### src/rtl/bra_pkg.sv
`default_nettype none

package bra_pkg;

  localparam int MAP_BYTES_DEF = 512;

  localparam logic [1:0] OP_SCAN  = 2'd0;
  localparam logic [1:0] OP_WRITE = 2'd1;
  localparam logic [1:0] OP_CLEAR = 2'd2;

  typedef struct packed {
    logic [1:0]  operation;
    logic [11:0] bit_index;
    logic        bit_value;
    logic [12:0] run_length;
  } req_t;

  typedef struct packed {
    logic        found;
    logic [11:0] start_index;
  } rsp_t;

  typedef struct packed {
    logic        hit;
    logic [2:0]  pos;
    logic [12:0] run_out;
  } step_t;

endpackage

`default_nettype wire

### src/rtl/bra_run_step.sv
`default_nettype none

module bra_run_step import bra_pkg::*; (
  input  logic [7:0]  byte_in,
  input  logic [12:0] run_in,
  input  logic [12:0] want,
  output step_t       res
);

  always_comb begin
    logic [12:0] r;
    logic        h;
    logic [2:0]  p;
    r = run_in;
    h = 1'b0;
    p = 3'd0;
    for (int b = 0; b < 8; b++) begin
      if (!h) begin
        if (byte_in[b]) begin
          r = 13'd0;
        end else begin
          r = r + 13'd1;
        end
        if (r == want) begin
          h = 1'b1;
          p = 3'(b);
        end
      end
    end
    res.hit     = h;
    res.pos     = p;
    res.run_out = r;
  end

endmodule

`default_nettype wire

### config.mk
export PLATFORM = sky130hd
export DESIGN_NAME = bra_run_step
export DESIGN_NICKNAME = d
export VERILOG_FILES = /design/src/rtl/bra_pkg.sv /design/src/rtl/bra_run_step.sv
export SDC_FILE = /design/constraint.sdc
export NUM_CORES = 1
export LEC_CHECK = 0
export ABC_AREA = 1
export BUFFER_PORTS_ARGS = -buffer_cell sky130_fd_sc_hd__buf_4
export CAP_MARGIN = 20
export CORE_ASPECT_RATIO = 2
export CORE_MARGIN = 2
export CORE_UTILIZATION = 55
export DETAILED_ROUTE_END_ITERATION = 12
export PLACE_DENSITY = 0.81
export SLEW_MARGIN = 10
export SYNTH_ARGS = -nofsm -noshare
export SYNTH_HDL_FRONTEND = slang
export SYNTH_SLANG_ARGS = --single-unit
### constraint.sdc
create_clock -name vclk -period 13.2
set_clock_uncertainty 0.2 [all_clocks]
set_input_delay 0 -clock vclk [all_inputs]
set_output_delay 0 -clock vclk [all_outputs]
set_load 0.02 [all_outputs]
Word level (Yosys, flattened, before mapping)
Index checks and enable logic that the tools add are counted.
{"block": "totals", "regBits": 0, "input_bits": 34, "output_inout_bits": 17, "wordCells": 67}
{"block": "classes", "n_addsub": 8, "eq_ne": 8, "n_mux": 51}
{"cell": "$mux W13", "count": 22}
{"cell": "$add A13 B1 Y13 const B", "count": 8}
{"cell": "$eq A13 B13 Y1", "count": 8}
{"cell": "$mux W3", "count": 12}
{"cell": "$mux W1", "count": 17}

Longest topological paths before layout
Gate-level depths: netlist of run 1.
{"block": "logic_depth", "ltp_word": 32, "ltp_mapped": 67, "depth_no_buf": 67}

Worst setup path after synthesis of run 1
OpenSTA, ideal clock, no wires.
{"block": "synth_path", "path_kind": "input-to-output", "from": "input port run_in[0]", "to": "output port res[15] (netlist name)", "t_arrival_ns": 6.402, "t_required_ns": 13.000, "slack_ns": 6.598, "path_stages": 60, "n_path_buf": 0, "cell_sequence": "ha_1 nand2_1 inv_1 ha_1 nand2_1 xor2_1 a21oi_1 nand3_1 a21oi_1 nand2_1 nor2_1 nand3_1 nor2_4 nand2_4 nand2_4 nand2_1 nand2_2 ha_1 [24 not listed] nor2_2 nand3_4 nand2_4 o21ai_2 inv_1 ha_1 nand3_1 nor2_2 nand2_1 nor2_2 nand2_1 nand2_1 nand3_1 nand2_1 nand3_1 nor2_2 nand2_2 a21oi_2"}
{"item": "start, declared", "line": "bra_run_step.sv:5", "rtl": "input logic [12:0] run_in,"}
{"item": "end, declared", "line": "bra_run_step.sv:7", "rtl": "output step_t res"}

==> impl_metrics.yaml, run 1 <==
power_and_ir_drop:
  ir_drop_mv: 0.0161
  p_leak_nw: 3.96
  p_per_area_nw_per_um2: 20.1
  power_mw: 0.154
clock_tree:
  post_cts.repair.setup_buffers: 0
  cts_resized: 0
  hold_buffers: 0
final_layout:
  clock_buffers: 0
  areaGrowthSynthToFinish_pct: 3.76
  seq_area_um2: 0
  layout-drive-gt1-share: 0.156
  seq_cell_count: 0
  n_antenna_cell: 0
  fin_nets: 1583
  fillers: 1470
  fin_util: 0.584
  fin_area_um2: 7640
worst_setup_path:
  crit_arrival_ns: 9.04
  crit_type: "primary input to output port"
  cp_slowest_cell: "nor2_2"
  critPathRequiredTime_ns: 13.00
  path_buf_inv: 7
  critPathMaxFanout: 24
  path_delay_family: "simple AND/OR/NAND/NOR gates"
  crit_path_end_kind: "output port"
  cp-start-kind: "primary input"
  max_stage_delay_ns: 0.45
  cp_common_cell: "nand2_1"
  crit_start: "run_in[0]"
synth:
  synth-xor-area-share: 0.0224
  ys_types: 44
  synth_area_leaders: "nand2_1, nand3_1, nor2_1"
  synthSimpleGateAreaFrac: 0.769
  synth_largest_area_cell: "nand2_1"
  synth_compound_area_frac: 0.0682
  yosys-mux-area-fraction: 0
  synth_top_family_by_area: "simple AND/OR/NAND/NOR gates"
  syn_nets: 1573
  syn_inst: 1531
  syn_area_um2: 7360
  yosysWarnings: 0
  synthAdderAreaFrac: 0.0136
  yosysSeqAreaShare: 0
  synth_top_area_share: 0.318
  synth_area_per_cell_um2: 4.81
global_routing:
  grt-ovfl-total: 0
  use_met3: 0.0439
  antenna_found_initial: 0
  gr-usage-met1: 0.385
  grt_busiest_layer: "met2"
  grt_usage: 0.399
  grt_max_degree: 28
  globalRouteMet2Util: 0.729
  grt_pass1_wl_um: 46200
  grt_pass1_vias: 9514
placed_design:
  routabilityCongestion: 1.19
  dp_hpwl_um: 23600
  place_area_um2: 7640
  io_buffers: 51
outcome:
  violations: "design-rule violations"
  status: "finished with violations"
sta:
  rsz0062_at_grt: "no"
  setup_violations: 0
  min_period_over_period: 0.700
  max-slew-margin-rel: 0.492
  fin_setup_tns_ns: 0
  period_minus_slack_ns: 9.24
  fmax_mhz: 108
  hold_viol: 0
  drv_slew: 0
  worst_pin_slew_ns: 0.760
floorplan:
  core_um2: 13100
  num_rows: 59
  io_pins: 51
  dieHeight_um: 168
  design.die.area_um2: 14400
  die_width_um: 85.8
  initial_utilization: 0.563
route:
  drt-initial-drc-count: 1011
  dr.pass1.iters: 12
  routedWlPerCell_um: 17.3
  drt-total-wl_um: 29300
  vias: 10235
  ant_nets: 0
  drc: 3
  via_per_inst: 6.05
worst_hold_path:
  hold_path.class: "primary input to output port"
  holdCritStartpoint: "byte_in[7]"
run:
  maxCapViolations: 0
metrics by stage:
step / setup WS (ns) / hold WS (ns) / std cells
floorplan: 6.60 / 0.0983 / 1531
global placement: 4.33 / 0.221 / 1691
detailed placement: 4.19 / 0.221 / 1691
CTS: 4.17 / 0.221 / 1691
global route: 3.13 / 0.287 / 1691
finish: 3.96 / 0.224 / 1691
cell usage after synthesis, drive strengths merged:
cell type / count
clkbuf: 5
nor2: 211
o22ai: 1
o21bai: 3
nand3: 231
ha: 8
xor2: 18
clkinv: 16
buf: 39
nand3b: 8
nand4: 68
a21boi: 4
and2: 1
nand2: 688
a21oi: 16
nor3: 4
and3: 1
a211oi: 2
inv: 151
o21ai: 53
nor4: 2
o21a: 1
power breakdown:
group          switching [mW]  internal, mW
Clock                       0             0
Combinational           0.110        0.0439
Sequential                  0             0
Total                   0.110        0.0439
layout make-up:
type | instances | area (um2) | area share
inverters | 167 | 627 | 0.0821
multi-input cells | 1320 | 6430 | 0.842
well taps | 152 | 190 | 0.0249
repair buffers | 52 | 390 | 0.0511
layout by cell type, fill, tap and decap left out, types with 2 or more instances in the layout:
| cell type | instances |
|---|---|
| inv_1 | 136 |
| nor2_4 | 16 |
| o21ai_2 | 10 |
| ha_1 | 8 |
| a21oi_1 | 14 |
| nand2_4 | 8 |
| inv_2 | 15 |
| buf_4 | 52 |
| nor2_2 | 48 |
| clkinv_1 | 16 |
| nand3_2 | 23 |
| nand3_4 | 3 |
| o21ai_1 | 13 |
| nor2_1 | 147 |
| nor3_1 | 3 |
| nand2_2 | 57 |
| o21bai_2 | 2 |
| a21boi_1 | 2 |
| xor2_1 | 17 |
| a211oi_1 | 2 |
| nor4_1 | 2 |
| nand4_1 | 68 |
| o21ai_0 | 29 |
| nand3b_1 | 8 |
| nand2_1 | 623 |
| nand3_1 | 205 |
kinds of logic after synthesis:
group                    Yosys count
AND/OR/NAND/NOR                 1214
AO/OA/AOI/OAI                     80
buffers and inverters            211
XOR/XNOR                          18
adder cells (fa/ha/maj)            8
routing by layer:
| metal | share of wire | wire, um |
|---|---|---|
| met1 | 0.32 | 9250 |
| met2 | 0.50 | 14500 |
| met3 | 0.075 | 2180 |
| met4 | 0.11 | 3350 |
| met5 | 0 | 0 |
final timing paths:
path  endpoint  slack, ns  cells after the start
max    res[15]       3.96                     65
min     res[7]       0.22                      5
worst min-delay path: stages:
cell and delay [ns]:
buf_4 0.10, a211oi_1 0.05, nand2_1 0.05, o21ai_0 0.07
buf_4 0.16
(Power assumes the default switching activity.)
==> inputs of run 2 (changes only) <==
Settings changed: PLACE_DENSITY 0.81 to 0.84.
Clock period 13.2 ns to 7.6 ns, I/O delays scaled along.
==> impl_metrics.yaml, run 2 (synthesis results as in run 1) <==
final_layout:
  fin_nets: 1758
  seq_area_um2: 0
  layout-drive-gt1-share: 0.359
  n_antenna_cell: 0
  fin_util: 0.791
  final_common_cell: "nand2_1"
  clock_buffers: 0
  mostFrequentLayoutCells: "nand2_1, buf_4, nand3_1"
  areaGrowthSynthToFinish_pct: 40.4
  layout.cells.non_filler: 1866
  fillers: 1013
  seq_cell_count: 0
floorplan:
  io_pins: 51
  die_width_um: 85.8
  num_rows: 59
  design.die.area_um2: 14400
  core_um2: 13100
  dieHeight_um: 168
  initial_utilization: 0.563
sta:
  fmax_mhz: 131
  worst_pin_slew_ns: 0.815
  drv_slew: 0
  setup_slack_ns: -0.0589
  period_minus_slack_ns: 7.66
  hold_viol: 0
  min_period_over_period: 1.01
  max-slew-margin-rel: 0.456
  fin_setup_tns_ns: -0.165
  setup_violations: 5
power_and_ir_drop:
  p_leak_nw: 5.14
  pwr-share-comb: 1.000
  p_seq_frac: 0
  p_int_mw: 0.120
  ir_drop_mv: 0.0413
  switching_share: 0.663
  p_switching_mw: 0.235
  p_per_area_nw_per_um2: 34.3
  p_clk_frac: 0
  power_mw: 0.355
worst_hold_path:
  hold_path_end: "res[7]"
  hold_path.class: "primary input to output port"
  holdCritStartpoint: "byte_in[7]"
  min_path_cells: 5
worst_setup_path:
  cp_slowest_cell: "o21ai_0"
  path_buf_inv: 11
  cp-start-kind: "primary input"
  cp_common_cell: "nand2_1"
  crit_path_end_kind: "output port"
  critPathRequiredTime_ns: 7.40
  path_delay_family: "simple AND/OR/NAND/NOR gates"
  crit_type: "primary input to output port"
  crit_arrival_ns: 7.46
  max_stage_delay_ns: 0.29
  critPathMaxFanout: 9
global_routing:
  grt_pass1_vias: 10080
  grt_pass1_wl_um: 48400
  grt_usage: 0.423
  grt-ovfl-total: 0
  grt_max_degree: 23
  antenna_found_initial: 0
route:
  vias: 11509
  routedWlPerCell_um: 19.0
  ant_nets: 0
  drt-total-wl_um: 35500
  via_per_inst: 6.17
  dr.pass1.iters: 10
  drc: 3
  drt-initial-drc-count: 1184
placed_design:
  post-place-cells: 1803
  pre_cts_slack_ns: -0.0932
  dp_hpwl_um: 25300
  routabilityCongestion: 1.08
  io_buffers: 51
run:
  maxCapViolations: 0
outcome:
  status: "finished with violations"
  violations: "design-rule violations, negative setup slack"
run 2: changes by cell type in the layout (fill, tap and decap cells not counted), moves of 9 or more:
cell and change:
nor2_4 +42, nand2_4 +28, o21ai_2 +10, buf_6 +16
nor2_1 -45, buf_4 +146, o21ai_0 -9, nand3_2 +30
nand3_1 -37, nand2_1 -86, nand2_2 +54
run 2: power by group through the flow:
stage / combinational (mW) / clock [mW] / sequential (mW)
finish: 0.355 / 0 / 0
floorplan: 0.181 / 0 / 0
CTS: 0.283 / 0 / 0
global placement: 0.277 / 0 / 0
detailed placement: 0.280 / 0 / 0
global route: 0.377 / 0 / 0
run 2: metal layers:
metal	vias up	track usage	part of all wire	wire, um
met3	355	0.0651	0.090	3210
met4	0	0.419	0.14	4820
met2	791	0.735	0.47	16700
li1	5268	-	-	-
met5	-	0	0	0
met1	5095	0.401	0.30	10800
run 2: layout make-up:
type	instances	area (um2)	share of cell area
inverter	167	632	0.0611
tap	152	190	0.0184
timing repair buffer	226	1900	0.184
multi-input combinational	1321	7610	0.736
run 2: repair_timing:
item,4_1_cts,5_1_grt
resized for setup,9,327
buffers inserted,0,59
endpoints found under the setup margin,5,17
hold buffers,0,0
cloned,0,4
pin swaps,0,155
run 2: stage by stage:
| stage | cell area [um2] | hold WS [ns] |
|---|---|---|
| after floorplan | 7360 | 0.0983 |
| after global placement | 8530 | 0.234 |
| after detailed placement | 8530 | 0.227 |
| after CTS | 8560 | 0.227 |
| after global routing | 10300 | 0.235 |
| final | 10300 | 0.207 |
run 2: worst max path at each step:
stage	from	end	slack [ns]	cells after the start
final	run_in[0]	res[15]	-0.06	59
after CTS	run_in[0]	res[15]	0.001	63
after detailed placement	run_in[0]	res[15]	-0.09	63
after global routing	run_in[0]	res[15]	-0.61	60
after global placement	run_in[0]	res[15]	-0.04	61
after floorplan	run_in[0]	res[15]	1.0	60
